--- config.mk ---
export PLATFORM = sky130hd
export DESIGN_NAME = sha256_block_compress_top
export DESIGN_NICKNAME = d
export VERILOG_FILES = /design/src/rtl/sha256bc_pkg.sv /design/src/rtl/sha256_block_compress_top.sv /design/src/rtl/sha256bc_front.sv /design/src/rtl/sha256bc_core.sv
export SDC_FILE = /design/constraint.sdc
export NUM_CORES = 2
export LEC_CHECK = 0
export BUFFER_PORTS_ARGS = -buffer_cell sky130_fd_sc_hd__buf_2
export CELL_PAD_IN_SITES_DETAIL_PLACEMENT = 1
export CELL_PAD_IN_SITES_GLOBAL_PLACEMENT = 1
export CORE_MARGIN = 2
export CORE_UTILIZATION = 35
export DETAILED_ROUTE_END_ITERATION = 8
export HOLD_SLACK_MARGIN = 0.08
export PLACE_DENSITY_LB_ADDON = 0.1
export SLEW_MARGIN = 20
export SYNTH_ARGS = -nofsm -noshare
export SYNTH_HDL_FRONTEND = slang
export SYNTH_SLANG_ARGS = --single-unit
--- constraint.sdc ---
create_clock -name clk -period 15.87 [get_ports clk]
set_input_delay 0.7935 -clock clk [delete_from_list [all_inputs] [get_ports clk]]
set_output_delay 0.7935 -clock clk [all_outputs]
set_load 0.1 [all_outputs]
--- src/rtl/sha256bc_pkg.sv ---
// shared types, constants and round functions of the sha-256 block compression engine
// no dependencies
package sha256bc_pkg;

	// queue entry as classified by the front part
	typedef struct packed {
		logic        restart;
		logic [31:0] word;
	} cmd_t;

	// head of the queue as seen by the back part
	typedef struct packed {
		logic        valid;
		cmd_t        cmd;
	} qhead_t;

	localparam int unsigned HASH_WORDS  = 8;
	localparam int unsigned BLOCK_WORDS = 16;

	localparam logic [31:0] INIT_HASH [HASH_WORDS] = '{
		32'h6a09e667, 32'hbb67ae85, 32'h3c6ef372, 32'ha54ff53a,
		32'h510e527f, 32'h9b05688c, 32'h1f83d9ab, 32'h5be0cd19
	};

	localparam logic [31:0] ROUND_K [64] = '{
		32'h428a2f98, 32'h71374491, 32'hb5c0fbcf, 32'he9b5dba5,
		32'h3956c25b, 32'h59f111f1, 32'h923f82a4, 32'hab1c5ed5,
		32'hd807aa98, 32'h12835b01, 32'h243185be, 32'h550c7dc3,
		32'h72be5d74, 32'h80deb1fe, 32'h9bdc06a7, 32'hc19bf174,
		32'he49b69c1, 32'hefbe4786, 32'h0fc19dc6, 32'h240ca1cc,
		32'h2de92c6f, 32'h4a7484aa, 32'h5cb0a9dc, 32'h76f988da,
		32'h983e5152, 32'ha831c66d, 32'hb00327c8, 32'hbf597fc7,
		32'hc6e00bf3, 32'hd5a79147, 32'h06ca6351, 32'h14292967,
		32'h27b70a85, 32'h2e1b2138, 32'h4d2c6dfc, 32'h53380d13,
		32'h650a7354, 32'h766a0abb, 32'h81c2c92e, 32'h92722c85,
		32'ha2bfe8a1, 32'ha81a664b, 32'hc24b8b70, 32'hc76c51a3,
		32'hd192e819, 32'hd6990624, 32'hf40e3585, 32'h106aa070,
		32'h19a4c116, 32'h1e376c08, 32'h2748774c, 32'h34b0bcb5,
		32'h391c0cb3, 32'h4ed8aa4a, 32'h5b9cca4f, 32'h682e6ff3,
		32'h748f82ee, 32'h78a5636f, 32'h84c87814, 32'h8cc70208,
		32'h90befffa, 32'ha4506ceb, 32'hbef9a3f7, 32'hc67178f2
	};

	function automatic logic [31:0] rotr(input logic [31:0] x, input int unsigned n);
		rotr = (x >> n) | (x << (32 - n));
	endfunction

	function automatic logic [31:0] bsig0(input logic [31:0] x);
		bsig0 = rotr(x, 2) ^ rotr(x, 13) ^ rotr(x, 22);
	endfunction

	function automatic logic [31:0] bsig1(input logic [31:0] x);
		bsig1 = rotr(x, 6) ^ rotr(x, 11) ^ rotr(x, 25);
	endfunction

	function automatic logic [31:0] ssig0(input logic [31:0] x);
		ssig0 = rotr(x, 7) ^ rotr(x, 18) ^ (x >> 3);
	endfunction

	function automatic logic [31:0] ssig1(input logic [31:0] x);
		ssig1 = rotr(x, 17) ^ rotr(x, 19) ^ (x >> 10);
	endfunction

	function automatic logic [31:0] choose(input logic [31:0] e, input logic [31:0] f,
		input logic [31:0] g);
		choose = (e & f) ^ (~e & g);
	endfunction

	function automatic logic [31:0] majority(input logic [31:0] a, input logic [31:0] b,
		input logic [31:0] c);
		majority = (a & b) ^ (a & c) ^ (b & c);
	endfunction

endpackage

--- src/rtl/sha256_block_compress_top.sv ---
// top level of the sha-256 block compression engine
// depends on sha256bc_pkg, sha256bc_front, sha256bc_core
//
// usage: raise start with mode 0 to reload the chaining words with the standard initial
// values, or with mode 1 and msg_word to load the next 32-bit big-endian block word; a word
// is taken at each rising edge where start is high and busy is low. busy rises only when the
// input queue is full. after the sixteenth word the engine runs 64 rounds at one round per
// cycle, then a feed-forward add, then puts the eight chaining words on digest_word
// back to back, each marked by done, with word_index 0..7 and last on the
// eighth; the receiver must take them as they come. while it computes and emits a block, the
// back part pops no words, so the next block's words wait in the queue and busy can rise.
// restart words and ordinary block words are each popped only while the back part is idle.
// padding is the host's job; chaining carries across blocks until the next restart.
module sha256_block_compress_top #(
	parameter int unsigned QUEUE_DEPTH = 2
) (
	input  logic        clk,
	input  logic        arst_n,
	input  logic        start,
	output logic        busy,
	input  logic        mode,
	input  logic [31:0] msg_word,
	output logic        done,
	output logic [31:0] digest_word,
	output logic [2:0]  word_index,
	output logic        last
);
	import sha256bc_pkg::*;

	qhead_t head;
	logic   pop;

	// front: takes and classifies words, buffers a few so the host sees few stalls
	sha256bc_front #(
		.QUEUE_DEPTH(QUEUE_DEPTH)
	) u_front (
		.clk      (clk),
		.arst_n   (arst_n),
		.start    (start),
		.mode     (mode),
		.msg_word (msg_word),
		.busy     (busy),
		.pop      (pop),
		.head     (head)
	);

	// back: loads the block, runs the rounds and streams out the digest words
	sha256bc_core u_core (
		.clk         (clk),
		.arst_n      (arst_n),
		.head        (head),
		.pop         (pop),
		.done        (done),
		.digest_word (digest_word),
		.word_index  (word_index),
		.last        (last)
	);

endmodule

--- src/rtl/sha256bc_front.sv ---
// front part: accepts words, classifies restart versus message word, short queue
// depends on sha256bc_pkg
module sha256bc_front #(
	parameter int unsigned QUEUE_DEPTH = 2
) (
	input  logic                  clk,
	input  logic                  arst_n,
	input  logic                  start,
	input  logic                  mode,
	input  logic [31:0]           msg_word,
	output logic                  busy,
	input  logic                  pop,
	output sha256bc_pkg::qhead_t  head
);
	import sha256bc_pkg::*;

	localparam int unsigned PW = (QUEUE_DEPTH > 1) ? $clog2(QUEUE_DEPTH) : 1;
	localparam int unsigned CW = $clog2(QUEUE_DEPTH + 1);

	cmd_t          entry_q [QUEUE_DEPTH];
	logic [PW-1:0] wr_ptr_q;
	logic [PW-1:0] rd_ptr_q;
	logic [CW-1:0] count_q;
	logic          push;
	logic          do_pop;
	cmd_t          cmd_in;

	function automatic logic [PW-1:0] next_ptr(input logic [PW-1:0] p);
		next_ptr = (p == PW'(QUEUE_DEPTH - 1)) ? '0 : p + PW'(1);
	endfunction

	assign busy   = (count_q == CW'(QUEUE_DEPTH));
	assign push   = start && !busy;
	assign do_pop = pop && (count_q != '0);

	// mode 0 restarts the chaining, mode 1 carries a block word
	assign cmd_in.restart = !mode;
	assign cmd_in.word    = msg_word;

	assign head.valid = (count_q != '0);
	assign head.cmd   = entry_q[rd_ptr_q];

	always_ff @(posedge clk) begin
		if (push) begin
			entry_q[wr_ptr_q] <= cmd_in;
		end
	end

	always_ff @(posedge clk or negedge arst_n) begin
		if (!arst_n) begin
			wr_ptr_q <= '0;
			rd_ptr_q <= '0;
			count_q  <= '0;
		end else begin
			if (push) begin
				wr_ptr_q <= next_ptr(wr_ptr_q);
			end
			if (do_pop) begin
				rd_ptr_q <= next_ptr(rd_ptr_q);
			end
			if (push && !do_pop) begin
				count_q <= count_q + CW'(1);
			end else if (do_pop && !push) begin
				count_q <= count_q - CW'(1);
			end
		end
	end

endmodule

--- src/rtl/sha256bc_core.sv ---
// back part: word buffer, 64-round compression loop and digest emission
// depends on sha256bc_pkg
module sha256bc_core (
	input  logic                  clk,
	input  logic                  arst_n,
	input  sha256bc_pkg::qhead_t  head,
	output logic                  pop,
	output logic                  done,
	output logic [31:0]           digest_word,
	output logic [2:0]            word_index,
	output logic                  last
);
	import sha256bc_pkg::*;

	localparam logic [1:0] ST_IDLE  = 2'd0;
	localparam logic [1:0] ST_ROUND = 2'd1;
	localparam logic [1:0] ST_FINAL = 2'd2;
	localparam logic [1:0] ST_EMIT  = 2'd3;

	logic [1:0]  state_q;
	logic [3:0]  count_q;
	logic [5:0]  round_q;
	logic [2:0]  idx_q;
	logic [31:0] chain_q [HASH_WORDS];
	logic [31:0] var_q [HASH_WORDS];
	logic [31:0] sched_q [BLOCK_WORDS];

	logic [31:0] t1;
	logic [31:0] t2;
	logic [31:0] sched_new;

	// sched_q[j] holds schedule word round+j
	always_comb begin
		t1 = var_q[7] + bsig1(var_q[4]) + choose(var_q[4], var_q[5], var_q[6])
			+ ROUND_K[round_q] + sched_q[0];
		t2 = bsig0(var_q[0]) + majority(var_q[0], var_q[1], var_q[2]);
		sched_new = ssig1(sched_q[14]) + sched_q[9] + ssig0(sched_q[1]) + sched_q[0];
	end

	assign pop         = (state_q == ST_IDLE) && head.valid;
	assign done        = (state_q == ST_EMIT);
	assign digest_word = chain_q[idx_q];
	assign word_index  = idx_q;
	assign last        = done && (idx_q == 3'd7);

	// working variables and schedule window
	always_ff @(posedge clk) begin
		unique case (state_q)
			ST_IDLE: begin
				if (pop && !head.cmd.restart) begin
					for (int j = 0; j < BLOCK_WORDS - 1; j++) begin
						sched_q[j] <= sched_q[j+1];
					end
					sched_q[BLOCK_WORDS-1] <= head.cmd.word;
					if (count_q == 4'd15) begin
						for (int i = 0; i < HASH_WORDS; i++) begin
							var_q[i] <= chain_q[i];
						end
					end
				end
			end
			ST_ROUND: begin
				for (int j = 0; j < BLOCK_WORDS - 1; j++) begin
					sched_q[j] <= sched_q[j+1];
				end
				sched_q[BLOCK_WORDS-1] <= sched_new;
				var_q[7] <= var_q[6];
				var_q[6] <= var_q[5];
				var_q[5] <= var_q[4];
				var_q[4] <= var_q[3] + t1;
				var_q[3] <= var_q[2];
				var_q[2] <= var_q[1];
				var_q[1] <= var_q[0];
				var_q[0] <= t1 + t2;
			end
			default: begin
			end
		endcase
	end

	always_ff @(posedge clk or negedge arst_n) begin
		if (!arst_n) begin
			state_q <= ST_IDLE;
			count_q <= '0;
			round_q <= '0;
			idx_q   <= '0;
			for (int i = 0; i < HASH_WORDS; i++) begin
				chain_q[i] <= INIT_HASH[i];
			end
		end else begin
			unique case (state_q)
				ST_IDLE: begin
					if (pop) begin
						if (head.cmd.restart) begin
							count_q <= '0;
							for (int i = 0; i < HASH_WORDS; i++) begin
								chain_q[i] <= INIT_HASH[i];
							end
						end else begin
							count_q <= count_q + 4'd1;
							if (count_q == 4'd15) begin
								round_q <= '0;
								state_q <= ST_ROUND;
							end
						end
					end
				end
				ST_ROUND: begin
					round_q <= round_q + 6'd1;
					if (round_q == 6'd63) begin
						state_q <= ST_FINAL;
					end
				end
				ST_FINAL: begin
					for (int i = 0; i < HASH_WORDS; i++) begin
						chain_q[i] <= chain_q[i] + var_q[i];
					end
					idx_q   <= '0;
					state_q <= ST_EMIT;
				end
				ST_EMIT: begin
					idx_q <= idx_q + 3'd1;
					if (idx_q == 3'd7) begin
						state_q <= ST_IDLE;
					end
				end
				default: begin
					state_q <= ST_IDLE;
				end
			endcase
		end
	end

`ifndef SYNTH
	a_last_on_final: assert property (@(posedge clk) disable iff (!arst_n)
		last |-> done && (word_index == 3'd7))
		else $error("last without final digest word");
	a_emit_contiguous: assert property (@(posedge clk) disable iff (!arst_n)
		done && !last |=> done && (word_index == 3'($past(word_index) + 3'd1)))
		else $error("digest words not emitted back to back");
	a_emit_after_final: assert property (@(posedge clk) disable iff (!arst_n)
		$rose(done) |-> $past(state_q == ST_FINAL))
		else $error("emission started without feed-forward add");
	a_no_pop_busy: assert property (@(posedge clk) disable iff (!arst_n)
		(state_q != ST_IDLE) |-> !pop)
		else $error("queue popped during compression");
`endif

endmodule
* Word-level counts from Yosys, hierarchy flattened
Memories as Yosys holds them, arrays and structs flattened. Cells that the tools add are included.
Storage, ports and cells: register bits 275, bits in writable memories 834, bits in read-only memories 2048, input port bits 36, memories kept 4
Memories:
- (no name shown) | words 64, width 32, read ports 1, clocked after memory_dff 0, write ports 0, line sha256bc_core.sv:35 | + ROUND_K[round_q] + sched_q[0];
- u_core.sched_q | words 16, width 32, read ports 16, clocked after memory_dff 0, write ports 16, line sha256bc_core.sv:26 | logic [31:0] sched_q [BLOCK_WORDS];
- u_core.var_q | words 8, width 32, read ports 8, clocked after memory_dff 0, write ports 8, line sha256bc_core.sv:25 | logic [31:0] var_q [HASH_WORDS];
- u_front.entry_q | words 2, width 33, read ports 1, clocked after memory_dff 0, write ports 1, line sha256bc_front.sv:20 | cmd_t entry_q [QUEUE_DEPTH];
Operators by class: $add $sub $neg 25, magnitude comparators 2, equality and inequality tests 13, multiplexer cells 59, bitwise logic cells 53, reduce and logical (&&, ||, !) cells 22
Operators with widths (count):
- 2-to-1 mux 32 bit | 28
- adder 32 bit | 18
- 2-to-1 mux 256 bit | 2
- one-hot mux 256 bit (2 select lines) | 1
- XOR 32 bit | 9
- bitwise AND 32 bit | 5
- binary-select mux 32 bit (select 3 bit) | 1
- NOT 32 bit | 1
- bitwise OR 10 x 32 -> 32 bit | 1
- bitwise OR 13 x 32 -> 32 bit | 1
- bitwise OR 14 x 32 -> 32 bit | 1
- bitwise OR 15 x 32 -> 32 bit | 1
- bitwise OR 19 x 32 -> 32 bit | 1
- bitwise OR 21 x 32 -> 32 bit | 1
- bitwise OR 25 x 32 -> 32 bit | 1
- bitwise OR 26 x 32 -> 32 bit | 1
- bitwise OR 30 x 32 -> 32 bit | 1
- bitwise OR 7 x 32 -> 32 bit | 1
- XOR 32 x 22 -> 32 bit | 1
- XOR 32 x 29 -> 32 bit | 1
- bitwise OR 1 bit | 24
- 2-to-1 mux 6 bit | 3
- 2-to-1 mux 2 bit | 7
- 2-to-1 mux 1 bit | 13
- 29 further kinds | 50

* Longest topological paths before layout
An unclocked memory read counts as a cell.
word-level depth 10, mapped depth 43, depth with buffers taken out 40

* By module
From an unflattened synthesis, not the netlist that was laid out.
Unflattened totals: cell total of the unflattened synthesis 5840, area, all modules 68186.6 µm²
Modules (own cells, without submodules):
- sha256bc_core | times used 1, cells each 5717, area each 65449.0 µm²
- sha256bc_front | times used 1, cells each 123, area each 2737.6 µm²

* Worst setup path after synthesis
Ideal clock, no wire load.
path type register to register, from register u_core.state_q[1], to memory u_core.sched_q[0][0] (enable), arrival 13576 ps, data required time 14899 ps, path slack 1323 ps, cell stages (with the launch flop) 7, buffers on the path 3, clock period less this slack 14547 ps, cells stage by stage dfrtp_1 inv_1 ha_1 clkbuf_1 clkbuf_1 clkbuf_1 nand2b_1
RTL lines:
- start: declaration | line sha256bc_core.sv:20 | logic [1:0] state_q;
- start signal: assignment | line sha256bc_core.sv:83 | state_q <= ST_IDLE;
- start signal: assignment | line sha256bc_core.sv:103 | state_q <= ST_ROUND;
- start signal: assignment | line sha256bc_core.sv:111 | state_q <= ST_FINAL;
- end: declaration | line sha256bc_core.sv:26

==> results.json <==
{
  "status": "completed",
  "core_area_um2": 194800,
  "dp_hpwl_um": 186000,
  "setup_violations": 0,
  "r2r-start": "u_core.round_q[3]",
  "grt_setup_unrepaired": "no",
  "fp-row-count": 162,
  "worstSkewPairLatency_ps": 810,
  "hp-class": "input pin to flip-flop",
  "rr_worst_depth": 33,
  "synth_fp_nets": 6594,
  "ctsResizeCount": 0,
  "synth_cell_type_count": 82,
  "drt_iter0_markers": 3445,
  "cp_max_fo": 76,
  "period_needed_ps": 10170,
  "maxCapViolCount": 0,
  "initial_utilization_pct": 35.18,
  "wl_per_cell_um": 28.11,
  "drc": 0,
  "synth_edf_count": 834,
  "cts-root-buf": "clkbuf_16",
  "num-nets-final": 6621,
  "synth_top_area_cell": "edfxtp_1",
  "dieWidth_um": 446.5,
  "synth.yosys.seq_area_share_pct": 46.84,
  "cts_tree": "built",
  "crit_top_cell": "o21ai_0",
  "clkTransAtPathRegs_ps": 60,
  "clk_path_buf_depth": 3,
  "finalHoldViolCount": 0,
  "syn_avg_cell_area_um2": 11.49,
  "worstSetupStartpointType": "flip-flop",
  "seq_area_um2": 32120,
  "port_buffers": 73,
  "netlist_top_cells_area": "edfxtp_1, ha_1, fa_1",
  "cp_data_arrival_time_ps": 10710,
  "cp_data_required_time_ps": 16410,
  "dpl.cell_count": 8475,
  "firstDrtPassIters": 7,
  "place.gp.congestion": 0.8856,
  "grt_overflow_total": 0,
  "die_area_um2": 199300,
  "grt_start_max_net_pins": 153,
  "yosysTopAreaCellShare_pct": 36.55,
  "multi_input_comb_area_um2": 34390,
  "synth_cells": 5962,
  "async_flop_share_pct": 24.80,
  "synth.cell_area_um2": 68530,
  "area_growth_pct": 11.46,
  "yosys_warnings": 0,
  "fill_cells": 20787,
  "die_height_um": 446.5,
  "fmax_mhz": 98.30,
  "htree_levels": 4,
  "critPathSlowestCell": "buf_4",
  "fin_cells": 8732,
  "via_per_inst": 5.479,
  "max_stage_delay_ps": 750,
  "fin_util_pct": 39.21,
  "drive_gt1_share_pct": 14.33,
  "holdPathStages": 1,
  "slew_viol_final": 0,
  "antenna_found_initial": 8,
  "vias": 47845,
  "boundaryPins": 74,
  "grt_pass1_wl_um": 355400,
  "antenna_left": 0,
  "drt_wl_total_um": 245500,
  "synth-seq-cells": 1109,
  "worst_slew_pin_slew_ps": 1250,
  "r2r-end": "u_core.var_q[0][28]",
  "whs_endpoint": "u_front.entry_q[0][25]",
  "worstHoldStart": "msg_word[25]",
  "min_period_over_period_pct": 64.10,
  "clock_skew_ps": 53.50,
  "max-slew-margin-rel_pct": 16.66,
  "track_usage_pct": 24.51,
  "critPathKind": "flip-flop to flip-flop",
  "numCtsBuffers": 135,
  "cp-end-kind": "flip-flop",
  "grt_pass1_vias": 48666,
  "tns_ps": 0,
  "reg2reg_slack_ps": 5700,
  "synth_ff_type": "edfxtp_1",
  "cts.sinks": 1109
}
worst max-delay path: cells and delay by family, from the launching register on:
| kind | cells | cell delay (ps) |
|---|---|---|
| DFF | 1 | 700 |
| AOI/OAI and AO/OA | 14 | 3430 |
| xor gates and xnor gates | 2 | 390 |
| adders and majority gates | 7 | 2740 |
| and+or+nand+nor | 6 | 1460 |
| muxes | 1 | 260 |
| buffers and inverters | 3 | 890 |
Yosys cell counts (10+ instances only):
cell type    n
a21o_1     185
o22ai_1     17
nand4_1     19
mux4_2      66
dfstp_2    136
or3_1       21
and3_1      33
a21oi_1    496
a311oi_1    10
clkbuf_1   236
nand3_1     65
o22a_1      14
a211oi_1    60
and2_1      14
nand2_1    360
edfxtp_1   834
o21ai_0    366
maj3_1      23
a31o_2      12
a22o_1      19
o21a_1      75
xor2_1     200
a21boi_0    16
ha_1       401
mux2i_1     57
a22oi_1     11
or2_2       12
nand2b_1    61
o211a_1     10
o211ai_1    31
nor2b_1     53
o21bai_1    36
inv_1      300
a31oi_1     40
a211o_1     21
o31ai_1     29
dfrtp_1    139
nor3_1      84
mux2_2     279
xnor2_1    386
nor2_1     366
o311ai_0    16
fa_1       195
buf_1       27
area by class of cell:
cell class | count | share of cell area [%]
multi-input cells | 4290 | 45.02
flip-flops and latches | 1109 | 42.05
clock buffers | 185 | 4.775
well taps | 2624 | 4.298
inverters | 300 | 1.474
repair buffers | 153 | 1.347
clock inverters | 67 | 1.025
diodes | 4 | 0.01310
per-layer routing:
layer / routed length [um] / up-vias / GRT usage [%]
met5: 0 / - / 0
met4: 4945 / 0 / 5.295
met3: 10980 / 233 / 3.541
met2: 118300 / 987 / 40.92
met1: 111300 / 24805 / 33.67
li1: - / 21820 / -
stage by stage:
step	setup slack (ps)	hold slack, ps	instance area, um^2
floorplan	1323	400.3	68530
global placement	5965	400.2	71930
detailed placement	5893	405.1	71930
CTS	5833	103.8	76370
global route	5183	125.6	76370
finish	5697	174.3	76380
state kept, by name, summed over array words and instances, names as in the netlist:
signal,flops
u_core.sched_q,512
u_front.wr_ptr_q,1
u_core.state_q,2
u_front.rd_ptr_q,1
u_front.count_q,2
u_core.chain_q,256
u_core.word_index,3
u_core.count_q,4
u_core.var_q,256
u_front.entry_q,66
u_core.round_q,6
how the worst max path moves through the flow:
stage | end | cells after the start | start | slack (ps)
after global routing | u_core.var_q[0][28] | 35 | u_core.round_q[3] | 5180
after global placement | u_core.var_q[0][28] | 35 | u_core.round_q[3] | 5970
after floorplan | u_core.sched_q[0][0] | 6 | u_core.state_q[1] | 1320
after detailed placement | u_core.var_q[0][28] | 38 | u_core.round_q[1] | 5890
final | u_core.var_q[0][28] | 33 | u_core.round_q[3] | 5700
after CTS | u_core.var_q[0][28] | 38 | u_core.round_q[1] | 5830
placed cells by master (no fill, tap or decap), types with 131 or more instances in the layout:
cell type	instances
edfxtp_1	834
a21oi_1	496
ha_1	400
xnor2_1	386
o21ai_0	366
nor2_1	364
nand2_1	359
inv_1	300
mux2_2	278
xor2_1	200
fa_1	195
a21o_1	184
clkbuf_16	136
dfstp_2	136
dfrtp_1	131
kinds of logic (layout without fill, tap and decap cells):
group / Yosys count / count (layout) / share of synthesized area (%)
and+or+nand+nor: 1134 / 1134 / 7.550
DFF: 1109 / 1109 / 46.84
xor gates and xnor gates: 586 / 586 / 7.490
muxes: 403 / 403 / 7.608
other: 0 / 4 / 0
AOI/OAI and AO/OA: 1548 / 1548 / 14.08
buffers and inverters: 563 / 705 / 3.084
adders and majority gates: 619 / 619 / 13.35
what timing repair did:
| item | CTS | global route |
|---|---|---|
| hold buffers | 1 | 0 |
| hold endpoints to repair | 34 | 0 |
| setup buffers | 0 | 0 |
Power is not shown: default switching activity piles up to over one toggle a cycle in this logic, so the estimate is an artifact.
